## config.mk

```make
export PLATFORM = sky130hd
export DESIGN_NAME = tx_gain_thermal_compensation_core
export DESIGN_NICKNAME = d
export VERILOG_FILES = /design/src/rtl/txgtc_pkg.sv /design/src/rtl/tx_gain_thermal_compensation_core.sv
export SDC_FILE = /design/constraint.sdc
export NUM_CORES = 1
export LEC_CHECK = 0
export BUFFER_PORTS_ARGS = -buffer_cell sky130_fd_sc_hd__buf_4
export CAP_MARGIN = 25
export CORE_MARGIN = 2
export CORE_UTILIZATION = 43
export CTS_CLUSTER_SIZE = 20
export DETAILED_ROUTE_END_ITERATION = 8
export GPL_TIMING_DRIVEN = 0
export HOLD_SLACK_MARGIN = 0.05
export PLACE_DENSITY_LB_ADDON = 0.05
export SYNTH_ARGS = -nofsm -noshare
export SYNTH_HDL_FRONTEND = slang
export SYNTH_SLANG_ARGS = --single-unit
```

## constraint.sdc

```tcl
create_clock -name i_clk -period 8.7 [get_ports i_clk]
set_clock_uncertainty 0.15 [all_clocks]
set_input_delay 0.87 -clock i_clk [delete_from_list [all_inputs] [get_ports i_clk]]
set_output_delay 0.87 -clock i_clk [all_outputs]
set_load 0.005 [all_outputs]
```

## src/rtl/txgtc_pkg.sv

```systemverilog
`default_nettype none

package txgtc_pkg;

    localparam int P_TABLE_POINTS = 11;
    localparam int P_MAX_POINTS   = 12;
    localparam int P_BIDX_W       = 4;
    localparam int P_CODE_W       = 15;
    localparam int P_GAIN_W       = 16;
    localparam int P_CFG_DATA_W   = 64;
    localparam int P_CFG_IDX_W    = 3;
    localparam int P_DIV_STEPS    = 24;

    localparam logic [P_CFG_IDX_W-1:0] REG_GAIN_LOW    = 3'd0;
    localparam logic [P_CFG_IDX_W-1:0] REG_GAIN_MID    = 3'd1;
    localparam logic [P_CFG_IDX_W-1:0] REG_GAIN_HIGH   = 3'd2;
    localparam logic [P_CFG_IDX_W-1:0] REG_CALIB_CODE  = 3'd3;
    localparam logic [P_CFG_IDX_W-1:0] REG_COMP_ENABLE = 3'd4;
    localparam logic [P_CFG_IDX_W-1:0] REG_WINDOW_LOW  = 3'd5;
    localparam logic [P_CFG_IDX_W-1:0] REG_WINDOW_HIGH = 3'd6;

    localparam logic [P_CODE_W-1:0] P_CALIB_RESET   = 15'd15575;
    localparam logic [P_CODE_W-1:0] P_WIN_LOW_RESET = 15'd10000;
    localparam logic [P_CODE_W-1:0] P_WIN_HI_RESET  = 15'd20000;

    function automatic logic [P_CODE_W-1:0] base_code(input logic [P_BIDX_W-1:0] idx);
        logic [P_CODE_W-1:0] v;
        case (idx)
            4'd0:    v = 15'd14420;
            4'd1:    v = 15'd14675;
            4'd2:    v = 15'd14910;
            4'd3:    v = 15'd15124;
            4'd4:    v = 15'd15350;
            4'd5:    v = 15'd15575;
            4'd6:    v = 15'd15790;
            4'd7:    v = 15'd16022;
            4'd8:    v = 15'd16234;
            4'd9:    v = 15'd16466;
            4'd10:   v = 15'd16694;
            4'd11:   v = 15'd16922;
            default: v = '0;
        endcase
        return v;
    endfunction

endpackage

`default_nettype wire

```

## src/rtl/tx_gain_thermal_compensation_core.sv

```systemverilog
// Flow: a rejected code sets the result straight from idle, a code clamped to an end gain goes
// through the clamp state, and an interpolated code goes through a binary search with a final
// check, one multiply and a bit-serial divider over a 24-bit dividend; search and divide share one subtractor.
// Throughput: one word at a time; the input stalls until the result is loaded into the output
// register. Reset is synchronous, active low, and loads the register defaults.
`default_nettype none

module tx_gain_thermal_compensation_core #(
    parameter int TABLE_POINTS = txgtc_pkg::P_TABLE_POINTS
) (
    input  wire logic                                  i_clk,
    input  wire logic                                  i_rst_n,
    input  wire logic                                  i_in_valid,
    output logic                                       o_in_stall,
    input  wire logic [txgtc_pkg::P_CODE_W-1:0]        i_temp_code,
    output logic                                       o_out_valid,
    input  wire logic                                  i_out_stall,
    output logic signed [txgtc_pkg::P_GAIN_W-1:0]      o_gain_offset,
    output logic                                       o_accepted,
    input  wire logic                                  i_cfg_wr_en,
    input  wire logic [txgtc_pkg::P_CFG_IDX_W-1:0]     i_cfg_index,
    input  wire logic [txgtc_pkg::P_CFG_DATA_W-1:0]    i_cfg_data
);

    localparam int IDX_W = (TABLE_POINTS > 2) ? $clog2(TABLE_POINTS) : 1;
    localparam int LAST  = TABLE_POINTS - 1;
    localparam int MID   = (TABLE_POINTS - 1) / 2;
    localparam int GW    = txgtc_pkg::P_GAIN_W;
    localparam int BW    = txgtc_pkg::P_BIDX_W;
    localparam int DW    = txgtc_pkg::P_DIV_STEPS;
    localparam int CW    = $clog2(txgtc_pkg::P_DIV_STEPS);

    typedef enum logic [6:0] {
        S_IDLE   = 7'b0000001,
        S_CLAMP  = 7'b0000010,
        S_SEARCH = 7'b0000100,
        S_DIFF   = 7'b0001000,
        S_MUL    = 7'b0010000,
        S_DIV    = 7'b0100000,
        S_FIN    = 7'b1000000
    } t_state;

    typedef enum logic [0:0] {
        O_BUSY = 1'b0,
        O_DONE = 1'b1
    } t_out_phase;

    function automatic logic signed [16:0] rel_code(input logic [BW-1:0] idx);
        return signed'({2'b00, txgtc_pkg::base_code(idx)})
             - signed'({2'b00, txgtc_pkg::base_code(BW'(MID))});
    endfunction

    // configuration
    logic [63:0] r_gain_low;
    logic [63:0] r_gain_mid;
    logic [47:0] r_gain_high;
    logic [14:0] r_calib;
    logic        r_enable;
    logic [14:0] r_win_low;
    logic [14:0] r_win_high;

    always_ff @(posedge i_clk) begin
        if (!i_rst_n) begin
            r_gain_low  <= '0;
            r_gain_mid  <= '0;
            r_gain_high <= '0;
            r_calib     <= txgtc_pkg::P_CALIB_RESET;
            r_enable    <= 1'b0;
            r_win_low   <= txgtc_pkg::P_WIN_LOW_RESET;
            r_win_high  <= txgtc_pkg::P_WIN_HI_RESET;
        end else if (i_cfg_wr_en) begin
            case (i_cfg_index)
                txgtc_pkg::REG_GAIN_LOW:    r_gain_low  <= i_cfg_data;
                txgtc_pkg::REG_GAIN_MID:    r_gain_mid  <= i_cfg_data;
                txgtc_pkg::REG_GAIN_HIGH:   r_gain_high <= i_cfg_data[47:0];
                txgtc_pkg::REG_CALIB_CODE:  r_calib     <= i_cfg_data[14:0];
                txgtc_pkg::REG_COMP_ENABLE: r_enable    <= i_cfg_data[0];
                txgtc_pkg::REG_WINDOW_LOW:  r_win_low   <= i_cfg_data[14:0];
                txgtc_pkg::REG_WINDOW_HIGH: r_win_high  <= i_cfg_data[14:0];
                default: ;
            endcase
        end
    end

    logic signed [GW-1:0] w_gain [TABLE_POINTS];

    for (genvar gi = 0; gi < TABLE_POINTS; gi++) begin : g_gain
        if (gi < 4) begin : g_low
            assign w_gain[gi] = r_gain_low[GW*gi +: GW];
        end else if (gi < 8) begin : g_mid
            assign w_gain[gi] = r_gain_mid[GW*(gi-4) +: GW];
        end else if (gi < 11) begin : g_high
            assign w_gain[gi] = r_gain_high[GW*(gi-8) +: GW];
        end else begin : g_zero
            assign w_gain[gi] = '0;
        end
    end

    // datapath
    t_state              r_state;
    logic signed [16:0]  r_d;
    logic [IDX_W-1:0]    r_lo;
    logic [IDX_W-1:0]    r_hi;
    logic [7:0]          r_x;
    logic [7:0]          r_den;
    logic [7:0]          r_rem;
    logic [15:0]         r_gmag;
    logic                r_neg;
    logic signed [GW-1:0] r_g0;
    logic [DW-1:0]       r_num;
    logic [CW-1:0]       r_cnt;
    logic signed [GW-1:0] r_res_gain;
    logic                r_res_ok;
    t_out_phase          r_phase;
    logic                r_out_valid;
    logic signed [GW-1:0] r_out_gain;
    logic                r_out_ok;

    logic signed [17:0]  w_sub_a;
    logic signed [17:0]  w_sub_b;
    logic signed [17:0]  w_sub_d;
    logic [IDX_W-1:0]    w_mid;
    logic [IDX_W:0]      w_lo_inc;
    logic                w_in_ok;
    logic [8:0]          w_trial;
    logic signed [16:0]  w_gdiff;
    logic signed [16:0]  w_gabs;
    logic signed [17:0]  w_q;
    logic signed [17:0]  w_sum;
    logic                w_load_out;

    assign w_mid    = IDX_W'(({1'b0, r_lo} + {1'b0, r_hi}) >> 1);
    assign w_lo_inc = {1'b0, r_lo} + (IDX_W+1)'(1);
    assign w_in_ok  = r_enable && (i_temp_code >= r_win_low) && (i_temp_code <= r_win_high);
    assign w_trial  = {r_rem, r_num[DW-1]};
    assign w_gdiff  = {w_gain[w_lo_inc[IDX_W-1:0]][GW-1], w_gain[w_lo_inc[IDX_W-1:0]]}
                    - {w_gain[r_lo][GW-1], w_gain[r_lo]};
    assign w_gabs   = w_gdiff[16] ? -w_gdiff : w_gdiff;
    assign w_q      = {1'b0, r_num[16:0]};
    assign w_sum    = {{2{r_g0[GW-1]}}, r_g0} + (r_neg ? -w_q : w_q);

    // shared subtractor
    always_comb begin
        case (r_state)
            S_IDLE: begin
                w_sub_a = {3'b000, i_temp_code};
                w_sub_b = {3'b000, r_calib};
            end
            S_SEARCH: begin
                w_sub_a = {r_d[16], r_d};
                w_sub_b = 18'(rel_code(BW'(w_mid)));
            end
            S_DIFF: begin
                w_sub_a = {r_d[16], r_d};
                w_sub_b = 18'(rel_code(BW'(r_lo)));
            end
            S_DIV: begin
                w_sub_a = {9'd0, w_trial};
                w_sub_b = {10'd0, r_den};
            end
            default: begin
                w_sub_a = '0;
                w_sub_b = '0;
            end
        endcase
    end

    assign w_sub_d = w_sub_a - w_sub_b;

    assign w_load_out = (r_phase == O_DONE) && (!r_out_valid || !i_out_stall);

    always_ff @(posedge i_clk) begin
        if (!i_rst_n) begin
            r_state <= S_IDLE;
            r_phase <= O_BUSY;
            r_cnt   <= '0;
        end else begin
            case (r_state)
                S_IDLE: begin
                    if (r_phase == O_BUSY && i_in_valid) begin
                        r_d <= w_sub_d[16:0];
                        if (w_in_ok) begin
                            r_state <= S_CLAMP;
                        end else begin
                            r_res_gain <= '0;
                            r_res_ok   <= 1'b0;
                            r_phase    <= O_DONE;
                        end
                    end else if (w_load_out) begin
                        r_phase <= O_BUSY;
                    end
                end
                S_CLAMP: begin
                    r_res_ok <= 1'b1;
                    r_lo     <= '0;
                    r_hi     <= IDX_W'(LAST);
                    if (r_d <= rel_code(BW'(0))) begin
                        r_res_gain <= w_gain[0];
                        r_phase    <= O_DONE;
                        r_state    <= S_IDLE;
                    end else if (r_d >= rel_code(BW'(LAST))) begin
                        r_res_gain <= w_gain[LAST];
                        r_phase    <= O_DONE;
                        r_state    <= S_IDLE;
                    end else begin
                        r_state <= S_SEARCH;
                    end
                end
                S_SEARCH: begin
                    if (w_lo_inc == {1'b0, r_hi}) begin
                        r_state <= S_DIFF;
                    end else if (w_sub_d[17]) begin
                        r_hi <= w_mid;
                    end else begin
                        r_lo <= w_mid;
                    end
                end
                S_DIFF: begin
                    r_x    <= w_sub_d[7:0];
                    r_den  <= 8'(rel_code(BW'(w_lo_inc[IDX_W-1:0])) - rel_code(BW'(r_lo)));
                    r_neg  <= w_gdiff[16];
                    r_gmag <= w_gabs[15:0];
                    r_g0   <= w_gain[r_lo];
                    r_state <= S_MUL;
                end
                S_MUL: begin
                    r_num   <= r_x * r_gmag;
                    r_rem   <= '0;
                    r_cnt   <= '0;
                    r_state <= S_DIV;
                end
                S_DIV: begin
                    if (w_sub_d[17]) begin
                        r_rem <= w_trial[7:0];
                        r_num <= {r_num[DW-2:0], 1'b0};
                    end else begin
                        r_rem <= w_sub_d[7:0];
                        r_num <= {r_num[DW-2:0], 1'b1};
                    end
                    r_cnt <= r_cnt + CW'(1);
                    if (r_cnt == CW'(DW - 1)) begin
                        r_state <= S_FIN;
                    end
                end
                S_FIN: begin
                    r_res_gain <= w_sum[GW-1:0];
                    r_phase    <= O_DONE;
                    r_state    <= S_IDLE;
                end
                default: begin
                    r_state <= S_IDLE;
                end
            endcase
        end
    end

    // output register
    always_ff @(posedge i_clk) begin
        if (!i_rst_n) begin
            r_out_valid <= 1'b0;
        end else if (w_load_out) begin
            r_out_valid <= 1'b1;
        end else if (!i_out_stall) begin
            r_out_valid <= 1'b0;
        end
    end

    always_ff @(posedge i_clk) begin
        if (w_load_out) begin
            r_out_gain <= r_res_gain;
            r_out_ok   <= r_res_ok;
        end
    end

    assign o_in_stall    = (r_state != S_IDLE) || (r_phase == O_DONE);
    assign o_out_valid   = r_out_valid;
    assign o_gain_offset = r_out_gain;
    assign o_accepted    = r_out_ok;

`ifndef ASSERT_OFF
    a_reject_zero: assert property (@(posedge i_clk) disable iff (!i_rst_n)
        r_out_valid && !r_out_ok |-> r_out_gain == '0)
        else $error("rejected word carries nonzero gain");

    a_search_order: assert property (@(posedge i_clk) disable iff (!i_rst_n)
        r_state == S_SEARCH |-> r_lo < r_hi)
        else $error("search bounds crossed");

    a_div_rem: assert property (@(posedge i_clk) disable iff (!i_rst_n)
        r_state == S_DIV |-> r_rem < r_den)
        else $error("divider remainder out of range");

    a_busy_stall: assert property (@(posedge i_clk) disable iff (!i_rst_n)
        r_state != S_IDLE |-> o_in_stall)
        else $error("input open while a word is in work");
`endif

endmodule

`default_nettype wire

```

After elaboration in Yosys (flattened, before gate mapping) --
Memory sizes are Yosys's and may differ from the RTL's. A register that Yosys moved wholly into a read port is not among the register bits. Cells that the tools add are included.
Storage, ports and cells: bits in registers 376, bits in read-only memories 960, input bits 87, memories kept 4
Operators by class: $add $sub $neg 13, multipliers 1, $lt $le $gt $ge 6, equality and inequality tests 28, multiplexer cells 52, bitwise logic cells 3, reductions and logical operators 30
Memory list:
- (no name shown) | words 16, width 15, rd ports 1, clocked after memory_dff 0, wr ports 0, RTL line txgtc_pkg.sv:28 | case (idx)
- (no name shown) | words 16, width 15, rd ports 1, clocked after memory_dff 1, wr ports 0, RTL line txgtc_pkg.sv:28
- (no name shown) | words 16, width 15, rd ports 1, clocked after memory_dff 0, wr ports 0, RTL line txgtc_pkg.sv:28
- (no name shown) | words 16, width 15, rd ports 1, clocked after memory_dff 1, wr ports 0, RTL line txgtc_pkg.sv:28
Operators by type and width (number):
- $mux W16 | 10
- $bmux W16 S4 | 2
- $pmux W18 S4 | 1
- $pmux W18 S3 | 1
- $pmux W16 S3 | 1
- $pmux W24 S2 | 1
- $pmux W7 S6 | 1
- $mux W8 | 5
- $neg A16 Y16 | 2
- $sub A15 B14 Y16 const B | 2
- $mux W15 | 2
- $mux W7 | 4
- $mul A8 B16 Y24 | 1
- $mux W4 | 6
- $reduce_and A4 Y1 | 5
- $reduce_and A2 Y1 | 9
- $sub A18 B18 Y18 | 1
- $ge A17 B12 Y1 const B | 1
- $le A17 B12 Y1 const B | 1
- $sub A16 B16 Y17 | 1
- $add A16 B16 Y16 | 1
- $ne A2 B2 Y1 const B | 8
- $pmux W4 S2 | 2
- $pmux W8 S2 | 1
- other kinds (39) | 64

Logic depth before layout (Yosys ltp) --
An unclocked memory read counts as a cell.
word-level depth 10, gate-level depth with buffers 29, gate-level depth less buffers 28

Worst setup path before layout --
Ideal clock, no wire load.
path type register to register, start point reg r_lo[1], end point reg (tool-made name), library setup time 0.117 ns, arrival 6.259 ns, required time 8.433 ns, slack 2.175 ns, cell stages (with the launch flop) 25, buffers on the path 2, period minus slack after synthesis 6.525 ns, cell sequence edfxtp_1 > buf_1 > buf_1 > inv_1 > fa_1 > xor2_1 > ha_1 > o211ai_1 > o21ai_0 > ha_1 > and4b_2 > o31ai_2 > nand2_1 > xnor2_1 > a21oi_1 > ha_1 > or4_4 > o2bb2ai_2 > o2111a_2 > nor2_2 > o21bai_4 > mux2_2 > inv_1 > ha_1 > a22o_1
RTL lines:
- start: declaration | RTL line tx_gain_thermal_compensation_core.sv:102 | logic [IDX_W-1:0] r_lo;
- start signal: assignment | RTL line tx_gain_thermal_compensation_core.sv:215 | r_lo <= w_mid;

==> reports/results.tsv <==
metric	value	unit
synth_edf_count	140	
finalSetupViolations	0	
wirelength	92600	um
rsz0062_at_grt	false	
path_clk_slew	60	ps
yosysUniqueCellTypes	102	
ys_seq_area_share	35.2	%
grt_overflow	0	
vdd_drop_max	144	uV
cts.sinks	389	
antenna_found_initial	1	
cts_buffers	47	
cts-hold-fix-buffers	0	
rr_worst_depth	27	
diodes	0	
gp_congestion	0.986	
syn-num-nets	3287	
final_antenna_net_count	0	
path_max_fanout	10	
r2r_start	r_lo[1]$_DFFE_PN_	
power.density	163	nW/um^2
max_freq	122	MHz
crit_path_start_kind	flop	
grt_use_total	29.3	%
max_cap_violations	0	
cts_tree	done	
min-delay-path-class	reg -> reg	
fin_ws	478	ps
postLayoutCellArea	29500	um^2
power.share.clock	41.3	%
synth_top_area_share	19.1	%
avgViaCountPerCell	5.75	
postSynthAreaPerCell	8.83	um^2
netlist_top_cells_area	dfxtp_1, edfxtp_1, nand2_1	
finalCritPeriodShare	94.5	%
grt_pass1_wl	137000	um
max_slew_margin	24.5	%
switching_share	27.5	%
pwr-share-comb	16.0	%
core_area	60200	um^2
fin_total_pwr	4.81	mW
async_flop_share	0	%
place_area	28000	um^2
root_buffer	clkbuf_16	
grt_max_degree	36	
hold_violations	0	
internal-power	3.48	mW
io_buffers	102	
yosysTopAreaCell	dfxtp_1	
grt_pass1_vias	22100	
p_leak	11.5	nW
final_nets	3444	
avgRoutedWirePerCell	23.5	um
syn_inst	2958	
drc	0	
die_x	250	um
drt_iter0_drc	1855	
worst_slew_pin_slew	1130	ps
post-place-ws	-42.9	ps
area_delta_synth_final	13.2	%
syn_area	26100	um^2
vias	22600	
row_count	90	
num_io_pins	106	
slew_viol_final	0	
place_hpwl	74600	um
critPathRequiredTime	9040	ps
dp_cells	3847	
final_util	49.0	%
seqPwrFrac	42.7	%
arrival	8560	ps
cts-htree-levels	2	
rrSetupSlack	480	ps
critPathKind	reg -> reg	
drtPass1Iterations	7	
synth-main-ff-cell	dfxtp_1	
start_util	43.3	%
ys_ff_latch	389	
cp-startpoint	r_lo[1]$_DFFE_PN_	
clk_latency	610	ps
fin_crit	8220	ps
dieArea	62700	um^2
yosys_warnings	0	
post_cts_buffers	0	
end_kind	flop	
p_sw	1.32	mW
clock_path_buffers	3	
drive_above_1_share	9.94	%
status	completed	
dieHeight	250	um
layout.cells.non_filler	3932	
==> worst min-delay path by stage <==
stage | from | end | depth (start not counted)
after floorplan | r_res_ok$_DFFE_PP_ | o_accepted$_DFFE_PP_ | 0
after global placement | r_res_gain[15]$_SDFFCE_PN0P_ | o_gain_offset[15]$_DFFE_PP_ | 0
after detailed placement | r_res_gain[8]$_SDFFCE_PN0P_ | o_gain_offset[8]$_DFFE_PP_ | 0
after CTS | r_res_gain[8]$_SDFFCE_PN0P_ | o_gain_offset[8]$_DFFE_PP_ | 0
after global routing | r_res_gain[8]$_SDFFCE_PN0P_ | o_gain_offset[8]$_DFFE_PP_ | 0
final | r_res_gain[8]$_SDFFCE_PN0P_ | o_gain_offset[8]$_DFFE_PP_ | 0
==> critical path, cell delays in order (launching register included) <==
cell and delay, ps:
edfxtp_1 510, clkbuf_2 460, clkdlybuf4s15_2 600, inv_1 230, fa_1 500, xor2_1 560
ha_1 410, o211ai_1 200, o21ai_0 120, ha_1 250, and4b_2 230, nor3_1 220
xnor2_1 140, nor2_1 50, a221oi_1 540, ha_1 380, o21a_1 130, o21ai_0 110
o2bb2ai_2 200, o2111a_2 310, nor2_2 290, o21bai_4 160, a22oi_1 570, inv_1 100
ha_1 330, inv_1 60, nor3_1 210, a21oi_1 60
==> registers in the layout, indices dropped and copies added (netlist names), 5 cells and up, named ones only <==
| name | flops |
|---|---|
| r_res_gain | 16 |
| r_gain_high | 48 |
| r_cnt | 5 |
| r_d | 17 |
| r_num | 24 |
| r_win_low | 15 |
| r_den | 8 |
| r_state | 7 |
| r_gmag | 16 |
| r_gain_mid | 64 |
| r_calib | 15 |
| r_rem | 8 |
| r_win_high | 15 |
| r_g0 | 16 |
| o_gain_offset | 16 |
| r_x | 8 |
| r_gain_low | 64 |
==> area by class of cell <==
cell class | instances | area (um^2)
Buffer | 150 | 626
Tap cell | 782 | 978
Fill cell | 5799 | 30700
Multi-Input combinational cell | 2223 | 15600
Inverter | 196 | 737
Timing Repair Buffer | 108 | 862
Sequential cell | 389 | 9190
Clock inverter | 16 | 191
Clock buffer | 68 | 1370
==> power by group through the flow <==
stage	combinational (mW)	clock, mW	sequential (mW)
detailed placement	0.758	0	2.09
floorplan	0.493	0	2.07
CTS	0.763	2.02	2.05
global placement	0.739	0	2.09
finish	0.768	1.99	2.05
global route	0.842	2.09	2.06
==> cells in the mapped netlist (75+ instances only) <==
master / number
dfxtp_1: 249
o21ai_0: 85
mux2i_1: 89
edfxtp_1: 140
fa_1: 89
xnor2_1: 75
ha_1: 153
nand2_1: 619
nor2_1: 168
a21oi_1: 349
inv_1: 191
clkbuf_1: 117
==> cell usage in the layout (no fill, tap or decap), drive strengths merged, types with 35 or more instances in the layout <==
master	synthesis	routed
nand2	620	620
a21oi	349	349
dfxtp	249	249
inv	194	195
clkbuf	118	187
nor2	172	172
ha	153	153
edfxtp	140	140
buf	31	137
o21ai	99	99
mux2i	90	90
fa	89	89
xnor2	76	76
and2	64	64
mux4	49	49
nand3	46	46
a21o	35	35
==> stage by stage <==
stage                     TNS (ps)  hold slack [ps]
after floorplan                  0              250
after global placement           0              255
after detailed placement     -42.9              257
after CTS                        0              241
after global routing             0              252
final                            0              243
==> routing by layer <==
| layer | GRT usage [%] | up-vias | part of all wire (%) | routed length [um] |
|---|---|---|---|---|
| li1 | - | 10600 | - | - |
| met5 | 0 | - | 0.014 | 13 |
| met2 | 47.5 | 814 | 46 | 42500 |
| met3 | 4.84 | 180 | 6.6 | 6100 |
| met1 | 38.7 | 11000 | 43 | 39600 |
| met4 | 13.0 | 2 | 4.8 | 4400 |
==> cells by family (layout without fill, tap and decap cells) <==
group	after synthesis	after routing	synth area share [%]
buffers and inverters	346	538	5.19
multiplexers	157	157	8.52
flip-flops	389	389	35.2
adder cells (fa/ha/maj)	242	242	14.2
AND/OR/NAND/NOR	1036	1036	17.3
AO/OA/AOI/OAI	686	686	16.1
XOR/XNOR	102	102	3.51
==> repair_timing <==
item,in CTS,in global routing
gates resized for setup,2,2
pin swaps,0,0
hold endpoints to repair,0,0
endpoints found under the setup margin,1,3
(Power assumes the default switching activity.)
